<file path="src/rtl/pwmfdp_pkg.sv">
package pwmfdp_pkg;

  localparam int CHANNELS = 4;
  localparam int BANDS    = 10;

  localparam int DIV_W  = 36;
  localparam int CLK_W  = 28;
  localparam int FREQ_W = 36;
  localparam int DUTY_W = 17;

  localparam logic [15:0] CAP16    = 16'hFFFF;
  localparam logic [16:0] DUTY_ONE = 17'd65536;

  localparam logic [CLK_W-1:0]  CLOCK_HZ_RST = 28'd108000000;
  localparam logic [FREQ_W-1:0] FREQ_MIN_RST = 36'd256;
  localparam logic [FREQ_W-1:0] FREQ_MAX_RST = 36'd5120000;

  // band exponents of the period and of the prescaler
  localparam logic [4:0] ARR_EXP [16] = '{
    5'd16, 5'd16, 5'd14, 5'd14, 5'd10, 5'd10, 5'd6, 5'd6,
    5'd2,  5'd2,  5'd2,  5'd2,  5'd2,  5'd2,  5'd2, 5'd2
  };
  localparam logic [4:0] PSC_EXP [16] = '{
    5'd16, 5'd8, 5'd8, 5'd6, 5'd6, 5'd4, 5'd4, 5'd2,
    5'd2,  5'd0, 5'd0, 5'd0, 5'd0, 5'd0, 5'd0, 5'd0
  };

  localparam logic [1:0] MODE_FREQ = 2'd0;
  localparam logic [1:0] MODE_DUTY = 2'd1;
  localparam logic [1:0] MODE_READ = 2'd2;

  localparam logic [1:0] CFG_CLOCK_HZ = 2'd0;
  localparam logic [1:0] CFG_FREQ_MIN = 2'd1;
  localparam logic [1:0] CFG_FREQ_MAX = 2'd2;

  typedef struct packed {
    logic [1:0]        mode;
    logic [1:0]        channel;
    logic [FREQ_W-1:0] target_freq;
    logic [DUTY_W-1:0] duty_value;
  } item_t;

  typedef struct packed {
    logic [1:0]        out_channel;
    logic [15:0]       prescaler;
    logic [15:0]       period;
    logic [15:0]       compare;
    logic              counter_reset;
    logic [DUTY_W-1:0] duty_read;
    logic [FREQ_W-1:0] freq_read;
    logic              last;
  } result_t;

  function automatic logic [15:0] sat16(input logic [DIV_W-1:0] v);
    logic [15:0] r;
    r = (v > DIV_W'(CAP16)) ? CAP16 : v[15:0];
    return r;
  endfunction

endpackage

</file>
<file path="src/rtl/pwm_frequency_duty_programmer.sv">
// Channel  | Handshake                 | Payload
// item     | item_valid / item_stall   | item (mode, channel, target_freq, duty_value)
// result   | result_valid / result_stall | result (one per channel on a frequency write)
// cfg      | cfg_valid / cfg_ready     | cfg_index, cfg_data
//
// One 36-step restoring divider and one 17x17 multiplier are shared under a sequencer.
// Frequency write: a band search, the period divide, a rescaling divide per channel when
// the period changes, and a frequency divide and a duty divide per emitted channel.
// Duty write and read: the divider sets nearly all of their time.
// A result waits in an output register; the next item is taken while it waits.
// rst is synchronous, active high, and restores the configuration reset values.
module pwm_frequency_duty_programmer (
  input  logic                       clk,
  input  logic                       rst,
  input  logic                       item_valid,
  output logic                       item_stall,
  input  pwmfdp_pkg::item_t          item,
  output logic                       result_valid,
  input  logic                       result_stall,
  output pwmfdp_pkg::result_t        result,
  input  logic                       cfg_valid,
  output logic                       cfg_ready,
  input  logic [1:0]                 cfg_index,
  input  logic [pwmfdp_pkg::FREQ_W-1:0] cfg_data
);

  typedef enum logic [13:0] {
    S_IDLE     = 14'b00000000000001,
    S_BAND     = 14'b00000000000010,
    S_DIV      = 14'b00000000000100,
    S_FREQ_SET = 14'b00000000001000,
    S_FREQ_CHK = 14'b00000000010000,
    S_RS_MUL   = 14'b00000000100000,
    S_RS_LOAD  = 14'b00000001000000,
    S_RS_STORE = 14'b00000010000000,
    S_DUTY_MUL = 14'b00000100000000,
    S_DUTY_SET = 14'b00001000000000,
    S_EM_MUL   = 14'b00010000000000,
    S_EM_LOADF = 14'b00100000000000,
    S_EM_LOADD = 14'b01000000000000,
    S_EM_OUT   = 14'b10000000000000
  } state_t;

  state_t state;
  state_t div_ret;

  logic [pwmfdp_pkg::CLK_W-1:0]  clock_hz;
  logic [pwmfdp_pkg::FREQ_W-1:0] freq_min;
  logic [pwmfdp_pkg::FREQ_W-1:0] freq_max;

  logic [15:0] period_reg;
  logic [15:0] prescaler_reg;
  logic [15:0] compare_regs [4];
  logic [15:0] newp;

  logic [pwmfdp_pkg::FREQ_W-1:0] fre;
  logic [pwmfdp_pkg::DUTY_W-1:0] duty;
  logic [1:0]  chan;
  logic        multi;
  logic        changed;
  logic [3:0]  band;
  logic        fixed_per;
  logic [pwmfdp_pkg::FREQ_W-1:0] freq_q;

  logic [pwmfdp_pkg::DIV_W-1:0] div_rem;
  logic [pwmfdp_pkg::DIV_W-1:0] div_quo;
  logic [pwmfdp_pkg::DIV_W-1:0] div_den;
  logic [5:0]                   div_cnt;
  logic [pwmfdp_pkg::DIV_W:0]   rem_sh;
  logic                         rem_ge;
  logic [pwmfdp_pkg::DIV_W-1:0] rem_next;

  logic [16:0] mul_a;
  logic [16:0] mul_b;
  logic [33:0] prod;

  pwmfdp_pkg::result_t result_reg;
  logic        result_reg_valid;
  logic        take;
  logic        emit_fire;
  logic [pwmfdp_pkg::FREQ_W-1:0] fre_clamped;
  logic [pwmfdp_pkg::DIV_W-1:0]  xc;
  logic [pwmfdp_pkg::DIV_W-1:0]  thr;
  logic [5:0]  band_sh;
  logic [4:0]  res_sh;
  logic [pwmfdp_pkg::DIV_W-1:0]  q_sh;
  logic [pwmfdp_pkg::DIV_W-1:0]  q_m1;
  logic [15:0] pow_m1;
  logic [16:0] p1;
  logic [16:0] ps1;
  logic [16:0] n1;
  logic        chan_ok;
  logic [15:0] c_emit;
  logic        last_emit;

  assign item_stall   = (state != S_IDLE);
  assign cfg_ready    = 1'b1;
  assign result_valid = result_reg_valid;
  assign result       = result_reg;
  assign take         = result_reg_valid && !result_stall;
  // load the output register when it is free or being emptied
  assign emit_fire    = (state == S_EM_OUT) && (!result_reg_valid || !result_stall);

  assign xc  = {clock_hz, 8'b0};
  assign p1  = {1'b0, period_reg} + 17'd1;
  assign ps1 = {1'b0, prescaler_reg} + 17'd1;
  assign n1  = {1'b0, newp} + 17'd1;

  always_comb begin
    if (item.target_freq < freq_min) begin
      fre_clamped = freq_min;
    end else if (item.target_freq > freq_max) begin
      fre_clamped = freq_max;
    end else begin
      fre_clamped = item.target_freq;
    end
  end

  assign band_sh = {1'b0, pwmfdp_pkg::ARR_EXP[band]} + {1'b0, pwmfdp_pkg::PSC_EXP[band]};
  assign thr     = xc >> band_sh;

  // divisor-quotient shaping once the band is known
  assign res_sh = fixed_per ? pwmfdp_pkg::ARR_EXP[band] : pwmfdp_pkg::PSC_EXP[band];
  assign q_sh   = div_quo >> res_sh;
  assign q_m1   = (q_sh == '0) ? '0 : q_sh - pwmfdp_pkg::DIV_W'(1);
  assign pow_m1 = 16'((17'd1 << res_sh) - 17'd1);

  assign chan_ok   = ({1'b0, chan} < 3'(pwmfdp_pkg::CHANNELS));
  assign c_emit    = chan_ok ? compare_regs[chan] : 16'd0;
  assign last_emit = !multi || (chan == 2'(pwmfdp_pkg::CHANNELS - 1));

  // shared restoring divider, one quotient bit per cycle
  assign rem_sh   = {div_rem, div_quo[pwmfdp_pkg::DIV_W-1]};
  assign rem_ge   = (rem_sh >= {1'b0, div_den});
  assign rem_next = rem_ge ? pwmfdp_pkg::DIV_W'(rem_sh - {1'b0, div_den})
                           : rem_sh[pwmfdp_pkg::DIV_W-1:0];

  always_comb begin
    case (state)
      S_RS_MUL: begin
        mul_a = n1;
        mul_b = {1'b0, compare_regs[chan]};
      end
      S_DUTY_MUL: begin
        mul_a = p1;
        mul_b = duty;
      end
      default: begin
        mul_a = p1;
        mul_b = ps1;
      end
    endcase
  end

  always_ff @(posedge clk) begin
    prod <= mul_a * mul_b;
  end

  always_ff @(posedge clk) begin
    if (rst) begin
      clock_hz <= pwmfdp_pkg::CLOCK_HZ_RST;
      freq_min <= pwmfdp_pkg::FREQ_MIN_RST;
      freq_max <= pwmfdp_pkg::FREQ_MAX_RST;
    end else if (cfg_valid && cfg_ready) begin
      case (cfg_index)
        pwmfdp_pkg::CFG_CLOCK_HZ: clock_hz <= cfg_data[pwmfdp_pkg::CLK_W-1:0];
        pwmfdp_pkg::CFG_FREQ_MIN: freq_min <= cfg_data;
        pwmfdp_pkg::CFG_FREQ_MAX: freq_max <= cfg_data;
        default: ;
      endcase
    end
  end

  always_ff @(posedge clk) begin
    if (rst) begin
      state            <= S_IDLE;
      div_ret          <= S_IDLE;
      result_reg_valid <= 1'b0;
      period_reg       <= '0;
      prescaler_reg    <= '0;
      for (int i = 0; i < 4; i++) begin
        compare_regs[i] <= '0;
      end
    end else begin
      if (emit_fire) begin
        result_reg_valid <= 1'b1;
      end else if (take) begin
        result_reg_valid <= 1'b0;
      end
      case (state)
        S_IDLE: begin
          if (item_valid) begin
            fre     <= fre_clamped;
            duty    <= item.duty_value;
            chan    <= item.channel;
            changed <= 1'b0;
            band    <= 4'd1;
            case (item.mode)
              pwmfdp_pkg::MODE_FREQ: begin
                multi <= 1'b1;
                state <= S_BAND;
              end
              pwmfdp_pkg::MODE_DUTY: begin
                multi <= 1'b0;
                if ({1'b0, item.channel} < 3'(pwmfdp_pkg::CHANNELS)) begin
                  state <= S_DUTY_MUL;
                end else begin
                  state <= S_EM_MUL;
                end
              end
              pwmfdp_pkg::MODE_READ: begin
                multi <= 1'b0;
                state <= S_EM_MUL;
              end
              default: state <= S_IDLE;  // drop undefined mode
            endcase
          end
        end
        S_BAND: begin
          if (fre <= thr) begin
            fixed_per <= (pwmfdp_pkg::ARR_EXP[band] == pwmfdp_pkg::ARR_EXP[band - 4'd1]);
            div_quo   <= xc;
            div_rem   <= '0;
            div_den   <= fre;
            div_cnt   <= 6'(pwmfdp_pkg::DIV_W - 1);
            div_ret   <= S_FREQ_SET;
            state     <= S_DIV;
          end else if (band == 4'(pwmfdp_pkg::BANDS - 1)) begin
            // above every threshold: period 0, prescaler kept
            newp  <= '0;
            state <= S_FREQ_CHK;
          end else begin
            band <= band + 4'd1;
          end
        end
        S_DIV: begin
          div_rem <= rem_next;
          div_quo <= {div_quo[pwmfdp_pkg::DIV_W-2:0], rem_ge};
          div_cnt <= div_cnt - 6'd1;
          if (div_cnt == 6'd0) begin
            state <= div_ret;
          end
        end
        S_FREQ_SET: begin
          if (fixed_per) begin
            newp          <= pow_m1;
            prescaler_reg <= pwmfdp_pkg::sat16(q_m1);
          end else begin
            prescaler_reg <= pow_m1;
            newp          <= pwmfdp_pkg::sat16(q_m1);
          end
          state <= S_FREQ_CHK;
        end
        S_FREQ_CHK: begin
          changed <= (newp != period_reg);
          chan    <= 2'd0;
          state   <= (newp != period_reg) ? S_RS_MUL : S_EM_MUL;
        end
        S_RS_MUL: begin
          state <= S_RS_LOAD;
        end
        S_RS_LOAD: begin
          div_quo <= pwmfdp_pkg::DIV_W'({prod, 1'b0}) + pwmfdp_pkg::DIV_W'(p1);
          div_rem <= '0;
          div_den <= pwmfdp_pkg::DIV_W'({p1, 1'b0});
          div_cnt <= 6'(pwmfdp_pkg::DIV_W - 1);
          div_ret <= S_RS_STORE;
          state   <= S_DIV;
        end
        S_RS_STORE: begin
          compare_regs[chan] <= pwmfdp_pkg::sat16(div_quo);
          if (chan == 2'(pwmfdp_pkg::CHANNELS - 1)) begin
            period_reg <= newp;
            chan       <= 2'd0;
            state      <= S_EM_MUL;
          end else begin
            chan  <= chan + 2'd1;
            state <= S_RS_MUL;
          end
        end
        S_DUTY_MUL: begin
          state <= S_DUTY_SET;
        end
        S_DUTY_SET: begin
          compare_regs[chan] <= pwmfdp_pkg::sat16(
            pwmfdp_pkg::DIV_W'((35'(prod) + 35'd32768) >> 16));
          state <= S_EM_MUL;
        end
        S_EM_MUL: begin
          state <= S_EM_LOADF;
        end
        S_EM_LOADF: begin
          div_quo <= xc;
          div_rem <= '0;
          div_den <= pwmfdp_pkg::DIV_W'(prod);
          div_cnt <= 6'(pwmfdp_pkg::DIV_W - 1);
          div_ret <= S_EM_LOADD;
          state   <= S_DIV;
        end
        S_EM_LOADD: begin
          freq_q  <= div_quo;
          div_quo <= pwmfdp_pkg::DIV_W'({c_emit, 17'b0}) + pwmfdp_pkg::DIV_W'(p1);
          div_rem <= '0;
          div_den <= pwmfdp_pkg::DIV_W'({p1, 1'b0});
          div_cnt <= 6'(pwmfdp_pkg::DIV_W - 1);
          div_ret <= S_EM_OUT;
          state   <= S_DIV;
        end
        S_EM_OUT: begin
          // hold until the output register is free or being emptied
          if (emit_fire) begin
            if (last_emit) begin
              state <= S_IDLE;
            end else begin
              chan  <= chan + 2'd1;
              state <= S_EM_MUL;
            end
          end
        end
        default: state <= S_IDLE;
      endcase
    end
  end

  always_ff @(posedge clk) begin
    if (emit_fire) begin
      result_reg.out_channel   <= chan;
      result_reg.prescaler     <= prescaler_reg;
      result_reg.period        <= period_reg;
      result_reg.compare       <= c_emit;
      result_reg.counter_reset <= changed;
      result_reg.duty_read     <= (div_quo > pwmfdp_pkg::DIV_W'(pwmfdp_pkg::DUTY_ONE))
                                  ? pwmfdp_pkg::DUTY_ONE : div_quo[pwmfdp_pkg::DUTY_W-1:0];
      result_reg.freq_read     <= freq_q;
      result_reg.last          <= last_emit;
    end
  end

  a_duty_cap: assert property (@(posedge clk) disable iff (rst)
    result_valid |-> result.duty_read <= pwmfdp_pkg::DUTY_ONE)
    else $error("duty_read above full scale");

  a_div_return: assert property (@(posedge clk) disable iff (rst)
    (state == S_DIV && div_cnt == 6'd0) |=> state == $past(div_ret))
    else $error("divider did not return to its caller");

  a_band_range: assert property (@(posedge clk) disable iff (rst)
    state == S_BAND |-> (band >= 4'd1 && band <= 4'(pwmfdp_pkg::BANDS - 1)))
    else $error("band index out of range");

  a_result_hold: assert property (@(posedge clk) disable iff (rst)
    (result_valid && result_stall) |=> (result_valid && $stable(result)))
    else $error("stalled result transaction changed or dropped");

endmodule
</file>
<file path="config.mk">
export PLATFORM = sky130hd
export DESIGN_NAME = pwm_frequency_duty_programmer
export DESIGN_NICKNAME = d
export VERILOG_FILES = /design/src/rtl/pwmfdp_pkg.sv /design/src/rtl/pwm_frequency_duty_programmer.sv
export SDC_FILE = /design/constraint.sdc
export NUM_CORES = 2
export LEC_CHECK = 0
export BUFFER_PORTS_ARGS = -buffer_cell sky130_fd_sc_hd__clkbuf_2
export CAP_MARGIN = 5
export CORE_MARGIN = 3
export CORE_UTILIZATION = 60
export DETAILED_ROUTE_END_ITERATION = 6
export PLACE_DENSITY = 0.86
export RECOVER_POWER = 25
export SYNTH_ARGS = -nofsm -noshare
export SYNTH_HDL_FRONTEND = slang
export SYNTH_SLANG_ARGS = --single-unit
</file>
<file path="constraint.sdc">
create_clock -name clk -period 18.9 [get_ports clk]
set_clock_uncertainty 0.05 [all_clocks]
set_input_delay 0.945 -clock clk [delete_from_list [all_inputs] [get_ports clk]]
set_output_delay 0.945 -clock clk [all_outputs]
set_load 0.03 [all_outputs]
</file>
==> flow_summary.yaml <==
floorplanning:
  core-area_mm2: 0.0721
  initial_core_util: 0.610
  die-area_mm2: 0.0766
  pin_count: 208
  die-width_um: 277
  row_count: 98
  die_h_um: 277
worst_setup_path:
  worst_path_max_delay_cell: "a221oi_1"
  worst_path_most_repeated_cell: "fa_1"
  crit_arrival_ps: 10710
  required_ps: 19340
  end_kind: "register"
  crit_type: "register to register"
  path_max_fanout: 39
  cpPeakStageDelay_ps: 760
  start_kind: "register"
grt:
  grt_pass1_vias: 36400
  antenna_found_initial: 4
  grt.total_usage: 0.363
  overflow: 0
  grt_pass1_wl_um: 216000
  grt_start_max_net_pins: 91
cts:
  cts.sinks: 585
  clkTransAtPathRegs_ps: 60
  clk_latency_ps: 670
  cts_resized: 0
  cts_tree: "done"
  cts_root_buf: "clkbuf_16"
  postCtsHoldBufs: 0
  clk_path_buf_depth: 3
  cts_buffers: 61
  htreeDepth: 2
  cts_post_setup_buffers_inserted: 0
yosys:
  synth_ff_type: "edfxtp_1"
  ys_seq_area_frac: 0.356
  synth_edf_count: 397
  syn_area_mm2: 0.0440
  synthArstFlopShare: 0
  synth_cell_type_count: 102
  syn_inst: 4694
  ys_ff_latch: 585
  synth_warnings: 0
  synth_area_per_cell_um2: 9.37
  synth_fp_nets: 5313
placement:
  pre_cts_slack_ps: 8990
  dp_hpwl_um: 107000
  port_buffers: 206
  place.gp.congestion: 1.06
cells_and_area:
  post-route-util: 0.664
  area_delta_synth_final_pct: 8.87
  drive_gt1_frac: 0.0961
  fill_cells: 5609
  fin_nets: 5405
  largest_reg_flops: 105
sta:
  relSlewSlack: -1.96
  fmax_mhz: 97.4
  tns_ps: 0
  final.min_clock_period_ps: 10270
  rsz0062_at_grt: "no"
  finalCritPeriodShare: 0.543
  drv_slew: 166
  hold_violations: 0
  setup_ws_ps: 8630
  setup_viol: 0
  worstMarginPinSlew_ps: 4440
routing:
  viasPerCell: 6.53
  wl_per_cell_um: 24.7
  first_pass_iters: 7
  wl_um: 143000
  ant_nets: 0
  drc_errors: 2
  vias: 37800
  drtIter0Drc: 5712
outcome:
  outcome: "complete, but fails checks"
  violations: "design-rule violations, max-capacitance violations, max-slew violations"
pwr:
  peakVddDrop_mv: 0.0673
  p_clk_frac: 0.372
  switching_share: 0.303
  power_density_mw_per_mm2: 70.1
  p_sw_uw: 1020
  internal_power_uw: 2340
  power_frac_seq: 0.431
  p_leak_uw: 0.0202
  comb_power_share: 0.197
job:
  drv_cap: 3
hold_path:
  min_path_type: "register to register"
## worst max-delay path: cells and delay by family, from the launching register on
family          cells  cell delay [ps]
flops               1              380
fa+ha+maj           7             3010
compound gates     11             3990
xor+xnor            1              140
simple gates        7             1840
buf+inv             5              650
## synthesized netlist by cell type, types with 25 or more instances
library cell / instances / area (µm²)
ha_1: 292 / 3650
and3_1: 46 / 288
nand2b_1: 44 / 275
clkbuf_1: 176 / 661
xor2_1: 70 / 613
mux4_2: 25 / 563
buf_1: 25 / 93.8
inv_1: 463 / 1740
fa_1: 227 / 4540
nand3_1: 119 / 596
xnor2_1: 120 / 1050
nand4_1: 63 / 394
nor2_1: 376 / 1410
o211ai_1: 45 / 338
nand2_1: 654 / 2450
edfxtp_1: 397 / 11900
a21o_1: 90 / 676
a21oi_1: 273 / 1370
nor3_1: 74 / 370
nor2b_1: 45 / 282
dfxtp_1: 188 / 3760
o21ai_0: 120 / 601
a22oi_1: 33 / 248
a211oi_1: 34 / 255
a221oi_1: 25 / 219
mux2i_1: 155 / 1550
and2_1: 71 / 444
## logic make-up (layout without fill, tap and decap cells)
family | count (synthesis) | after routing | share of synthesized area
multiplexers | 204 | 204 | 0.0543
AO/OA/AOI/OAI | 869 | 869 | 0.130
AND/OR/NAND/NOR | 1623 | 1623 | 0.172
other | 1 | 4 | 0.0000852
buffers and inverters | 703 | 848 | 0.0627
adder cells (fa/ha/maj) | 519 | 519 | 0.186
XOR/XNOR | 190 | 190 | 0.0378
flip-flops | 585 | 585 | 0.356
## routing by layer
metal | up-vias | routed length, µm | global-route usage
met1 | 18100 | 51900 | 0.476
met2 | 2639 | 63400 | 0.564
met3 | 546 | 18000 | 0.0822
met5 | - | 11 | 0
met4 | 2 | 9600 | 0.196
li1 | 16500 | - | -
## power groups by stage
| stage | Clock, µW | Combinational, µW | Sequential, µW |
|---|---|---|---|
| 6_report | 1250 | 663 | 1450 |
| 3_5_place_dp | 0 | 635 | 1470 |
| 3_3_place_gp | 0 | 623 | 1470 |
| 2_1_floorplan | 0 | 460 | 1440 |
| 5_1_grt | 1310 | 711 | 1450 |
| 4_1_cts | 1260 | 642 | 1440 |
## worst paths after layout
path | start | end | slack, ps | cells past startpoint
worst max-delay path | state[2] | prod[33] | 8630 | 31
worst min-delay path | freq_q[21] | result[22] | 370 | 0
worst max register to register | state[2] | prod[33] | 8630 | 31
worst min register to register | freq_q[21] | result[22] | 370 | 0
## layout by cell type (no fill, tap or decap), drive strengths merged, types with 25 or more instances in the layout
cell / n
nor3: 79
buf: 60
clkinv: 27
nand2b: 44
fa: 227
and3: 47
inv: 469
nand2: 657
xnor2: 120
nor2: 378
and2: 72
o21ai: 143
nor2b: 46
nand3: 119
edfxtp: 397
xor2: 70
mux4: 25
a21oi: 273
nand4: 63
clkbuf: 280
a22oi: 33
dfxtp: 188
o211ai: 45
ha: 292
a21o: 90
a221oi: 25
a211oi: 35
mux2i: 155
## per-stage QoR
step | total power [µW] | cells | instance area [µm²] | hold WS, ps
finish | 3360 | 5792 | 47900 | 366
floorplan | 1900 | 4694 | 44000 | 350
CTS | 3340 | 5789 | 47900 | 368
detailed placement | 2100 | 5673 | 45800 | 355
global placement | 2090 | 5673 | 45800 | 353
global route | 3470 | 5789 | 47900 | 374
## cell type report
type / count / area, µm² / area share
Multi-Input combinational cell: 3406 / 25700 / 0.537
Clock inverter: 44 / 430 / 0.00898
Timing Repair Buffer: 268 / 1450 / 0.0302
Tap cell: 950 / 1190 / 0.0248
Sequential cell: 585 / 15700 / 0.327
Clock buffer: 72 / 1670 / 0.0349
Inverter: 464 / 1740 / 0.0364
Antenna cell: 3 / 7.51 / 0.000157
Power figures use the tool's default switching activity.
